--- config.mk ---
export PLATFORM = sky130hd
export DESIGN_NAME = keypad_debounce_repeat_chord
export DESIGN_NICKNAME = d
export VERILOG_FILES = /design/src/rtl/kdr_pkg.sv /design/src/rtl/kdr_key_lane.sv /design/src/rtl/kdr_chord.sv /design/src/rtl/keypad_debounce_repeat_chord.sv
export SDC_FILE = /design/constraint.sdc
export NUM_CORES = 1
export LEC_CHECK = 0
export ABC_AREA = 1
export ABC_CLOCK_PERIOD_IN_PS = 2700
export BUFFER_PORTS_ARGS = -buffer_cell sky130_fd_sc_hd__buf_2
export CAP_MARGIN = 30
export CORE_MARGIN = 2
export CORE_UTILIZATION = 60
export DETAILED_ROUTE_END_ITERATION = 8
export GPL_ROUTABILITY_DRIVEN = 0
export GPL_TIMING_DRIVEN = 0
export HOLD_SLACK_MARGIN = 0.06
export PLACE_DENSITY = 0.79
export SYNTH_ARGS = -nofsm -noshare
export SYNTH_HDL_FRONTEND = slang
export SYNTH_SLANG_ARGS = --single-unit
--- constraint.sdc ---
create_clock -name clk -period 2.7 [get_ports clk]
set_input_delay 0.27 -clock clk [delete_from_list [all_inputs] [get_ports clk]]
set_output_delay 0.27 -clock clk [all_outputs]
set_load 0.05 [all_outputs]
--- src/rtl/kdr_pkg.sv ---
// shared constants and types for the keypad debounce, repeat and chord block
`timescale 1ns / 1ps

package kdr_pkg;

  localparam int NUM_KEYS = 5;
  localparam int CNT_W    = 8;
  localparam int CFG_IDX_W = 2;
  localparam int CFG_DATA_W = 8;

  localparam logic [CNT_W-1:0]    REPEAT_PERIOD_RST = CNT_W'(10);
  localparam logic [CNT_W-1:0]    CHORD_HOLD_RST    = CNT_W'(40);
  localparam logic [NUM_KEYS-1:0] REPEAT_KEYS_RST   = NUM_KEYS'(12);
  localparam logic [NUM_KEYS-1:0] CHORD_KEYS_RST    = NUM_KEYS'(17);

  typedef enum logic [CFG_IDX_W-1:0] {
    CFG_REPEAT_PERIOD = 2'd0,
    CFG_CHORD_HOLD    = 2'd1,
    CFG_REPEAT_KEYS   = 2'd2,
    CFG_CHORD_KEYS    = 2'd3
  } cfg_idx_t;

  typedef struct packed {
    logic active;  // every chord key held, events suppressed
    logic menu;    // hold time reached on this tick
  } chord_stat_t;

endpackage

--- src/rtl/kdr_key_lane.sv ---
// per-key auto-repeat conditioning with its own repeat counter
`timescale 1ns / 1ps

module kdr_key_lane (
  input  logic                      clk,
  input  logic                      rst_n,
  input  logic                      advance,
  input  logic                      held,
  input  logic                      repeat_en,
  input  logic [kdr_pkg::CNT_W-1:0] period,
  output logic                      pressed
);

  logic [kdr_pkg::CNT_W-1:0] count_r;
  logic [kdr_pkg::CNT_W-1:0] count_nxt;

  always_comb begin
    pressed   = 1'b0;
    count_nxt = count_r;
    if (held) begin
      if (repeat_en) begin
        if (count_r >= period) begin
          // forced released tick
          count_nxt = '0;
        end else begin
          pressed   = 1'b1;
          count_nxt = count_r + kdr_pkg::CNT_W'(1);
        end
      end else begin
        pressed = 1'b1;
      end
    end else begin
      count_nxt = '0;
    end
  end

  always_ff @(posedge clk) begin
    if (!rst_n) begin
      count_r <= '0;
    end else if (advance) begin
      count_r <= count_nxt;
    end
  end

endmodule

--- src/rtl/kdr_chord.sv ---
// chord detection and hold timer for the menu event
`timescale 1ns / 1ps

module kdr_chord (
  input  logic                         clk,
  input  logic                         rst_n,
  input  logic                         advance,
  input  logic [kdr_pkg::NUM_KEYS-1:0] held,
  input  logic [kdr_pkg::NUM_KEYS-1:0] chord_keys,
  input  logic [kdr_pkg::CNT_W-1:0]    chord_hold,
  output kdr_pkg::chord_stat_t         stat
);

  logic [kdr_pkg::CNT_W-1:0] timer_r;
  logic [kdr_pkg::CNT_W-1:0] timer_nxt;
  logic [kdr_pkg::CNT_W-1:0] timer_inc;

  assign timer_inc = timer_r + kdr_pkg::CNT_W'(1);

  always_comb begin
    stat.active = (chord_keys != '0) && ((held & chord_keys) == chord_keys);
    stat.menu   = 1'b0;
    timer_nxt   = '0;
    if (stat.active) begin
      if (timer_inc >= chord_hold) begin
        stat.menu = 1'b1;
      end else begin
        timer_nxt = timer_inc;
      end
    end
  end

  always_ff @(posedge clk) begin
    if (!rst_n) begin
      timer_r <= '0;
    end else if (advance) begin
      timer_r <= timer_nxt;
    end
  end

  // timer only runs while the chord is held
  a_timer_idle: assert property (@(posedge clk) disable iff (!rst_n)
    $past(advance) && !$past(stat.active) |-> timer_r == '0)
    else $error("chord timer not cleared after chord release");

  a_menu_needs_chord: assert property (@(posedge clk) disable iff (!rst_n)
    stat.menu |-> stat.active && chord_keys != '0)
    else $error("menu event without an active chord");

endmodule

--- src/rtl/keypad_debounce_repeat_chord.sv ---
// top level: keypad debounce with auto-repeat and a menu chord
`timescale 1ns / 1ps

// One transaction on the input channel is one scan tick carrying the raw,
// active-low key levels; each tick gives exactly one result transaction with
// press, release and menu event masks. The block takes one tick per clock
// cycle when the result side keeps up: a tick is captured in the input
// register, all keys are worked in parallel by the per-key repeat lanes, the
// three-sample history and the chord timer, and the result is then registered
// in the output register, from which it is taken. A stall on the result side
// holds the output register; while it is full the input register still takes
// one more tick, and in_stall rises only when both are occupied. Configuration
// is written through the cfg_ channel, always ready, and is meant to change
// only while no tick is in flight. Reset brings every configuration
// register to its documented default and clears history, repeat counters and
// the chord timer.

module keypad_debounce_repeat_chord (
  input  logic                           clk,
  input  logic                           rst_n,
  // scan tick input
  input  logic                           in_valid,
  output logic                           in_stall,
  input  logic [kdr_pkg::NUM_KEYS-1:0]   in_key_levels,
  // event output
  output logic                           out_valid,
  input  logic                           out_stall,
  output logic [kdr_pkg::NUM_KEYS-1:0]   out_press_events,
  output logic [kdr_pkg::NUM_KEYS-1:0]   out_release_events,
  output logic                           out_menu_event,
  // register writes
  input  logic                           cfg_valid,
  output logic                           cfg_ready,
  input  logic [kdr_pkg::CFG_IDX_W-1:0]  cfg_index,
  input  logic [kdr_pkg::CFG_DATA_W-1:0] cfg_data
);

  // configuration registers
  logic [kdr_pkg::CNT_W-1:0]    repeat_period_r;
  logic [kdr_pkg::CNT_W-1:0]    chord_hold_r;
  logic [kdr_pkg::NUM_KEYS-1:0] repeat_keys_r;
  logic [kdr_pkg::NUM_KEYS-1:0] chord_keys_r;

  // input stage
  logic                         in_full_r;
  logic                         in_full_nxt;
  logic [kdr_pkg::NUM_KEYS-1:0] levels_r;

  // history of conditioned pressed bits
  logic [kdr_pkg::NUM_KEYS-1:0] hist_newer_r;
  logic [kdr_pkg::NUM_KEYS-1:0] hist_older_r;

  // output stage
  logic                         out_valid_r;
  logic                         out_valid_nxt;
  logic [kdr_pkg::NUM_KEYS-1:0] press_r;
  logic [kdr_pkg::NUM_KEYS-1:0] release_r;
  logic                         menu_r;

  logic                         in_take;
  logic                         out_room;
  logic                         advance;
  logic [kdr_pkg::NUM_KEYS-1:0] held;
  logic [kdr_pkg::NUM_KEYS-1:0] cur;
  logic [kdr_pkg::NUM_KEYS-1:0] press_nxt;
  logic [kdr_pkg::NUM_KEYS-1:0] release_nxt;
  kdr_pkg::chord_stat_t         chord_stat;

  // config writes are always taken
  assign cfg_ready = 1'b1;

  always_ff @(posedge clk) begin
    if (!rst_n) begin
      repeat_period_r <= kdr_pkg::REPEAT_PERIOD_RST;
      chord_hold_r    <= kdr_pkg::CHORD_HOLD_RST;
      repeat_keys_r   <= kdr_pkg::REPEAT_KEYS_RST;
      chord_keys_r    <= kdr_pkg::CHORD_KEYS_RST;
    end else if (cfg_valid && cfg_ready) begin
      case (cfg_index)
        kdr_pkg::CFG_REPEAT_PERIOD: repeat_period_r <= cfg_data[kdr_pkg::CNT_W-1:0];
        kdr_pkg::CFG_CHORD_HOLD:    chord_hold_r    <= cfg_data[kdr_pkg::CNT_W-1:0];
        kdr_pkg::CFG_REPEAT_KEYS:   repeat_keys_r   <= cfg_data[kdr_pkg::NUM_KEYS-1:0];
        kdr_pkg::CFG_CHORD_KEYS:    chord_keys_r    <= cfg_data[kdr_pkg::NUM_KEYS-1:0];
        default: ;
      endcase
    end
  end

  // handshake: the output register frees up when it is empty or being taken
  assign out_room    = !out_valid_r || !out_stall;
  assign advance     = in_full_r && out_room;
  assign in_stall    = in_full_r && !out_room;
  assign in_take     = in_valid && !in_stall;
  assign in_full_nxt = in_take || (in_full_r && !advance);
  assign out_valid_nxt = advance || (out_valid_r && out_stall);

  always_ff @(posedge clk) begin
    if (!rst_n) begin
      in_full_r   <= 1'b0;
      out_valid_r <= 1'b0;
    end else begin
      in_full_r   <= in_full_nxt;
      out_valid_r <= out_valid_nxt;
    end
  end

  // input payload register, no reset needed
  always_ff @(posedge clk) begin
    if (in_take) begin
      levels_r <= in_key_levels;
    end
  end

  // active-low pins
  assign held = ~levels_r;

  // one repeat lane per key
  for (genvar k = 0; k < kdr_pkg::NUM_KEYS; k++) begin : g_lane
    kdr_key_lane u_lane (
      .clk       (clk),
      .rst_n     (rst_n),
      .advance   (advance),
      .held      (held[k]),
      .repeat_en (repeat_keys_r[k]),
      .period    (repeat_period_r),
      .pressed   (cur[k])
    );
  end

  kdr_chord u_chord (
    .clk        (clk),
    .rst_n      (rst_n),
    .advance    (advance),
    .held       (held),
    .chord_keys (chord_keys_r),
    .chord_hold (chord_hold_r),
    .stat       (chord_stat)
  );

  // press needs 0,1,1 and release 1,0,0 across older, newer, current;
  // both are masked while the chord is held
  always_comb begin
    press_nxt   = ~hist_older_r & hist_newer_r & cur;
    release_nxt = hist_older_r & ~hist_newer_r & ~cur;
    if (chord_stat.active) begin
      press_nxt   = '0;
      release_nxt = '0;
    end
  end

  // history keeps shifting even while the chord suppresses events
  always_ff @(posedge clk) begin
    if (!rst_n) begin
      hist_newer_r <= '0;
      hist_older_r <= '0;
    end else if (advance) begin
      hist_older_r <= hist_newer_r;
      hist_newer_r <= cur;
    end
  end

  always_ff @(posedge clk) begin
    if (advance) begin
      press_r   <= press_nxt;
      release_r <= release_nxt;
      menu_r    <= chord_stat.menu;
    end
  end

  assign out_valid          = out_valid_r;
  assign out_press_events   = press_r;
  assign out_release_events = release_r;
  assign out_menu_event     = menu_r;

  // a key cannot both press and release in the same transaction
  a_no_press_and_release: assert property (@(posedge clk) disable iff (!rst_n)
    out_valid_r |-> (press_r & release_r) == '0)
    else $error("press and release on the same key");

  // a menu event always comes with suppressed key events
  a_menu_quiet: assert property (@(posedge clk) disable iff (!rst_n)
    out_valid_r && menu_r |-> press_r == '0 && release_r == '0)
    else $error("key events alongside menu event");

  // a stalled result with a full input stage must hold off the source
  a_stall_when_full: assert property (@(posedge clk) disable iff (!rst_n)
    in_full_r && out_valid_r && out_stall |-> in_stall)
    else $error("input accepted with both stages full");

  // work advances only into a free output register
  a_advance_room: assert property (@(posedge clk) disable iff (!rst_n)
    advance |=> out_valid_r)
    else $error("processed tick lost before output");

endmodule

Yosys cells after proc, flatten, opt, wreduce, memory -nomap -nowiden. Cells that the tools add are included.

Bits in registers: 102. Bits of input ports: 20. Word-level logic and storage cells: 106.

Eq/ne operators: 9. Bitwise operators: 9. Multiplexer cells: 33. Reductions and logical operators: 25. Order comparisons: 6. Add/subtract/negate cells: 6.

Operator list (number): $mux 8 (17); $add 8x1->8 const B (6); $ge 8x8->1 (6); $and 5x5->5 (5); $not 5->5 (4); $reduce_and 2->1 (9); $mux 1 (16); $ne 2x2->1 const B (5); $logic_and 1x1->1 (6); $eq 5x5->1 (1); $logic_not 1->1 (5); $reduce_bool 5->1 (1); $eq 2x2->1 const B (2); $logic_or 1x1->1 (3); $eq 2x1->1 const B (1); $logic_not 2->1 (1).

Logic depth before layout (Yosys ltp).
Depth after elaboration: 7. Mapped depth: 15. Depth with buffers taken out: 15.

Hierarchy. From an unflattened synthesis, not the netlist that was laid out.

Cell total of the unflattened synthesis: 898. Area, all modules: 6342.3 µm².

By module, submodules not included: kdr_key_lane (seq. area each 160.2 µm², area an instance 675.6 µm², cells an instance 101, times used 5); keypad_debounce_repeat_chord (seq. area each 1241.2 µm², area an instance 2228.4 µm², cells an instance 281, times used 1); kdr_chord (seq. area each 160.2 µm², area an instance 735.7 µm², cells an instance 112, times used 1).

Worst setup path after synthesis. Ideal clock, no wire load.

Kind: flip-flop to flip-flop. From: reg out_valid_r (netlist: out_valid). To: reg levels_r[0] (netlist bit), enable pin. Cell stages (with the launch flop): 6. Path slack: 0.675 ns. Period minus slack after synthesis: 2.025 ns. Data arrival time: 1.767 ns. Cell sequence: dfxtp_1 nand2_2 nor2_1 inv_1 nand2_1 inv_1.

Longest elaborated chain between the ends: 6.

Ends and longest elaborated chain: start: declaration (RTL line keypad_debounce_repeat_chord.sv:54) `logic out_valid_r;`; start signal: assignment (RTL line keypad_debounce_repeat_chord.sv:103) `out_valid_r <= out_valid_nxt;`; $logic_not 1->1 (RTL line keypad_debounce_repeat_chord.sv:90) `assign out_room = !out_valid_r || !out_stall;`; $logic_or 1x1->1 (RTL line keypad_debounce_repeat_chord.sv:90); $logic_not 1->1 (RTL line keypad_debounce_repeat_chord.sv:92) `assign in_stall = in_full_r && !out_room;`; $logic_and 1x1->1 (RTL line keypad_debounce_repeat_chord.sv:92); via in_stall (RTL line keypad_debounce_repeat_chord.sv:23) `output logic in_stall,`; $logic_not 1->1 (RTL line keypad_debounce_repeat_chord.sv:93) `assign in_take = in_valid && !in_stall;`; $logic_and 1x1->1 (RTL line keypad_debounce_repeat_chord.sv:93); via in_take (RTL line keypad_debounce_repeat_chord.sv:60) `logic in_take;`; end signal: assignment (RTL line keypad_debounce_repeat_chord.sv:110) `levels_r <= in_key_levels;`; end: declaration (RTL line keypad_debounce_repeat_chord.sv:47) `logic [kdr_pkg::NUM_KEYS-1:0] levels_r;`.

The timed path passes the listed nets, and every way through them passes these cells. A chain may end at the register's enable or synchronous reset.

Worst setup path after layout.
From: reg u_chord.timer_r[0] (netlist bit). To: reg menu_r (netlist: out_menu_event) (data pin).

Longest elaborated chain between the ends: 3.

Ends and longest elaborated chain: start: declaration (RTL line kdr_chord.sv:14) `logic [kdr_pkg::CNT_W-1:0] timer_r;`; start signal: assignment (RTL line kdr_chord.sv:37) `timer_r <= timer_nxt;`; $add 8x1->8 (RTL line kdr_chord.sv:18) `assign timer_inc = timer_r + kdr_pkg::CNT_W'(1);`; $ge 8x8->1 (RTL line kdr_chord.sv:25) `if (timer_inc >= chord_hold) begin`; $mux 1 (RTL line kdr_chord.sv:25); end signal: assignment (RTL line keypad_debounce_repeat_chord.sv:166) `menu_r <= chord_stat.menu;`; end: declaration (RTL line keypad_debounce_repeat_chord.sv:58) `logic menu_r;`.

Every way passes these cells.

==> impl_results.md <==
- Worst Path Arrival: 2.32 ns
- Main synth FF type: dfxtp_1
- Skew final: 0.0114 ns
- # port buffers: 32
- Die area: 0.0101 mm²
- CP bufs+invs: 2
- Sw frac: 27.2%
- Seq/Total Area, Yosys: 39.5%
- Syn nets: a little over 800
- Achievable frequency: 0.451 GHz
- Drt pass-1 iters: 5
- Total routed wirelength: around 13000 µm
- Share of total power in sequential cells: 55.9%
- Crit share post-route: 82.0%
- Combinational Power Share: 12.5%
- R2r setup slk: around 0.48 ns
- Hold Slack: 0.0993 ns
- DP Wirelength: 9840 µm
- Deepest clock path buffer count: 2
- Clock root buffer: clkbuf_8
- Setup Buffers After CTS: 0
- RSZ-0062 raised after global routing: no
- Die Y: 100 µm
- Req. time, crit path: 2.80 ns
- Fraction of layout cells with a size suffix above 1: about a tenth
- Synth-to-Final Area Change: 8.59%
- Worst-margin pin slew: around 0.61 ns
- Clock net sink count: around 100
- YS warnings: 0
- Top cells by area, synth: dfxtp_1, ha_1, nand2_1, edfxtp_1, nor2_1
- Mapped Cells: roughly 740
- Antenna fix cells: 0
- Critical path's largest stage delay: roughly 0.4 ns
- Via density: around 5.6
- H-tree depth: 3
- Fin. Hold Viols: 0
- Slew Limit Headroom: 59.0%
- Wirelength per Cell: 14.6 µm
- Clk pwr share: 31.6%
- Count of cell types in the netlist: 34
- CP max FO: 8
- Synth area leader: dfxtp_1
- Finished Layout Cells: around 900
- CTS Buf Count: 9
- Hold path depth: 1
- RR Startpoint: u_chord.timer_r[0]$_SDFFE_PN0P_
- Vias in the first global route: 4680
- Startpoint types: flop
- # nets final: around 860
- Minimum clock period: around 2.2 ns
- Initial antenna violation count: 0
- Io pins: 34
- CP Launch Point: u_chord.timer_r[0]$_SDFFE_PN0P_
- Hold_sp: in_key_levels[1]
- Reg2reg end: out_menu_event$_SDFFCE_PN0P_
- Hold-fix buffers, CTS: 0
- Drt drc: 0
- #FFs+latches synth: 102
- Die X: ~100 µm
- Largest net degree at the start of global routing: 21
- Clock latency at the later pin of the worst-skew pair: approximately 0.36 ns
- Kind of critical path: flop to flop
- Cell family with most CP delay: simple AND/OR/NAND/NOR gates
- Worst setup EP type: flop
- 1st-iter DRT viols: 302
- Setup TNS: 0 ns
- Total congestion overflow: 0
- Async set or reset register ratio after synthesis: 0%
- Final number of setup-violating endpoints: 0
- CP max-delay cell: dfxtp_1
- Max-cap violations: 0
- Maximum VDD drop: approximately 0.32 mV
- Power Internal: 2.12 mW
- Outcome: finished clean
- Sw Pwr: 792 µW
- Initial Util: 61.0%
- EDFF count, synth: 16
- Syn Area/Cell: roughly 7.5 µm²
- Via count: 5075
- First-pass GRT wire length: 21600 µm
- Synth top area share: between 30% and 40%
- Leak Pwr: about 2.8 nW
- Cell Area, Synth: about 0.0056 mm²
- Antenna-violating nets left: 0
- Final core occ: 66.2%
- CTS tree: built
- Total GRT Usage: around 27%
- Crit-path cells: ha_1, nand2_1, nor2_1, nand3_1, nand2_1, inv_1, ha_1, nand2_1, inv_1, nor2_1, o21a_1, and2_1, nor2_1
- Cell Pwr Density: between 400 and 500 mW/mm²
- Worst min path class: primary input to flop
- Max-slew violations: 0
- Dpl cells: 887
- CORE AREA: a little over 0.009 mm²
- Num rows: 35
- Reg clk slew, reported paths: 0.09 ns
- WHS Endpoint: levels_r[1]$_DFFE_PP_
- Worst reg2reg path depth: 13
- Post-cts repair resize count: 0
[metal layers]
layer | routed length [µm] | global-route usage, %
met5 | 0 | 0
met4 | 351 | 10.1
met3 | 629 | 3.26
met2 | 6310 | 46.2
met1 | 5900 | 35.3
[registers in the layout, summed over array words and instances (netlist names), 8 cells and up]
signal,flops
chord_hold_r,8
u_chord.timer_r,8
repeat_period_r,8
g_lane.u_lane.count_r,40
[cell usage in the layout, fill, tap and decap left out]
cell	count
dfxtp_1	86
clkinv_1	2
nand3_1	53
nor2_1	94
inv_1	91
o21bai_1	5
a21oi_1	70
nor2_2	3
edfxtp_1	16
a21o_1	2
and3_1	1
clkinv_4	1
a31oi_1	3
and2_1	1
nand4_1	20
xnor2_1	3
buf_2	39
or2_4	1
clkbuf_1	7
nor3_2	2
o21a_1	3
a31o_2	5
bufinv_16	1
conb_1	1
o21ai_0	38
nand2_1	139
inv_2	2
o21ai_1	2
nand2_2	7
nor3_1	6
clkbuf_8	9
xor2_1	11
o22ai_1	2
buf_4	1
ha_1	54
clkinv_2	5
o211ai_1	6
[Yosys cell counts, drive strengths merged (2+ instances only)]
library cell,n
buf,8
nand4,20
o21ai,40
clkbuf,6
o211ai,6
a31o,5
a31oi,3
o22ai,2
ha,54
nand2,146
nor2,97
xnor2,3
o21a,3
o21bai,5
xor2,11
clkinv,3
nor3,8
inv,93
nand3,53
dfxtp,86
edfxtp,16
a21o,2
a21oi,70
[how the worst max path moves through the flow]
stage,depth (start not counted),endpoint
global placement,11,out_menu_event$_SDFFCE_PN0P_
detailed placement,13,out_menu_event$_SDFFCE_PN0P_
global route,13,out_menu_event$_SDFFCE_PN0P_
floorplan,5,levels_r[0]$_DFFE_PP_
CTS,13,out_menu_event$_SDFFCE_PN0P_
finish,13,out_menu_event$_SDFFCE_PN0P_
[stage by stage]
step | area, µm² | total power, mW | worst slack, ns
2_1_floorplan | 5580 | 1.91 | 0.675
3_3_place_gp | 5880 | 2.01 | 0.585
3_5_place_dp | 5880 | 2.02 | 0.491
4_1_cts | 6060 | 2.92 | 0.488
5_1_grt | 6060 | 3.04 | 0.305
6_report | 6060 | 2.91 | 0.485
[worst reg2reg max path: stages, from the launching register on]
cell and delay (ns):
dfxtp_1 0.40, ha_1 0.22, nand2_1 0.07, nor2_1 0.16, nand3_1 0.09, nand2_1 0.08, inv_1 0.06, ha_1 0.18
nand2_1 0.05, inv_1 0.03, nor2_1 0.09, o21a_1 0.29, and2_1 0.20, nor2_1 0.04
[final cells by class]
cell class / count / area, µm²
clock inverter: 6 / 52.6
fill: 793 / 3090
timing repair buffer: 32 / 160
tap: 111 / 139
inverter: 96 / 368
buffer: 14 / 65.1
sequential: 102 / 2200
multi-input combinational: 532 / 2950
clock buffer: 10 / 128
[logic make-up after synthesis]
kind of cell	Yosys count	synth area share [%]
other	1	0.0672
AND/OR/NAND/NOR	327	25.1
AO/OA/AOI/OAI	136	13.4
buffers and inverters	110	7.76
flip-flops	102	39.5
XOR/XNOR	14	2.20
adder cells (fa/ha/maj)	54	12.1
[power groups by stage]
stage | Sequential, mW | Combinational [mW] | Clock (mW)
after floorplan | 1.68 | 0.223 | 0
after global placement | 1.66 | 0.347 | 0
after detailed placement | 1.66 | 0.360 | 0
after CTS | 1.63 | 0.362 | 0.936
after global routing | 1.63 | 0.407 | 1.00
final | 1.63 | 0.365 | 0.921
(Power assumes the default switching activity.)
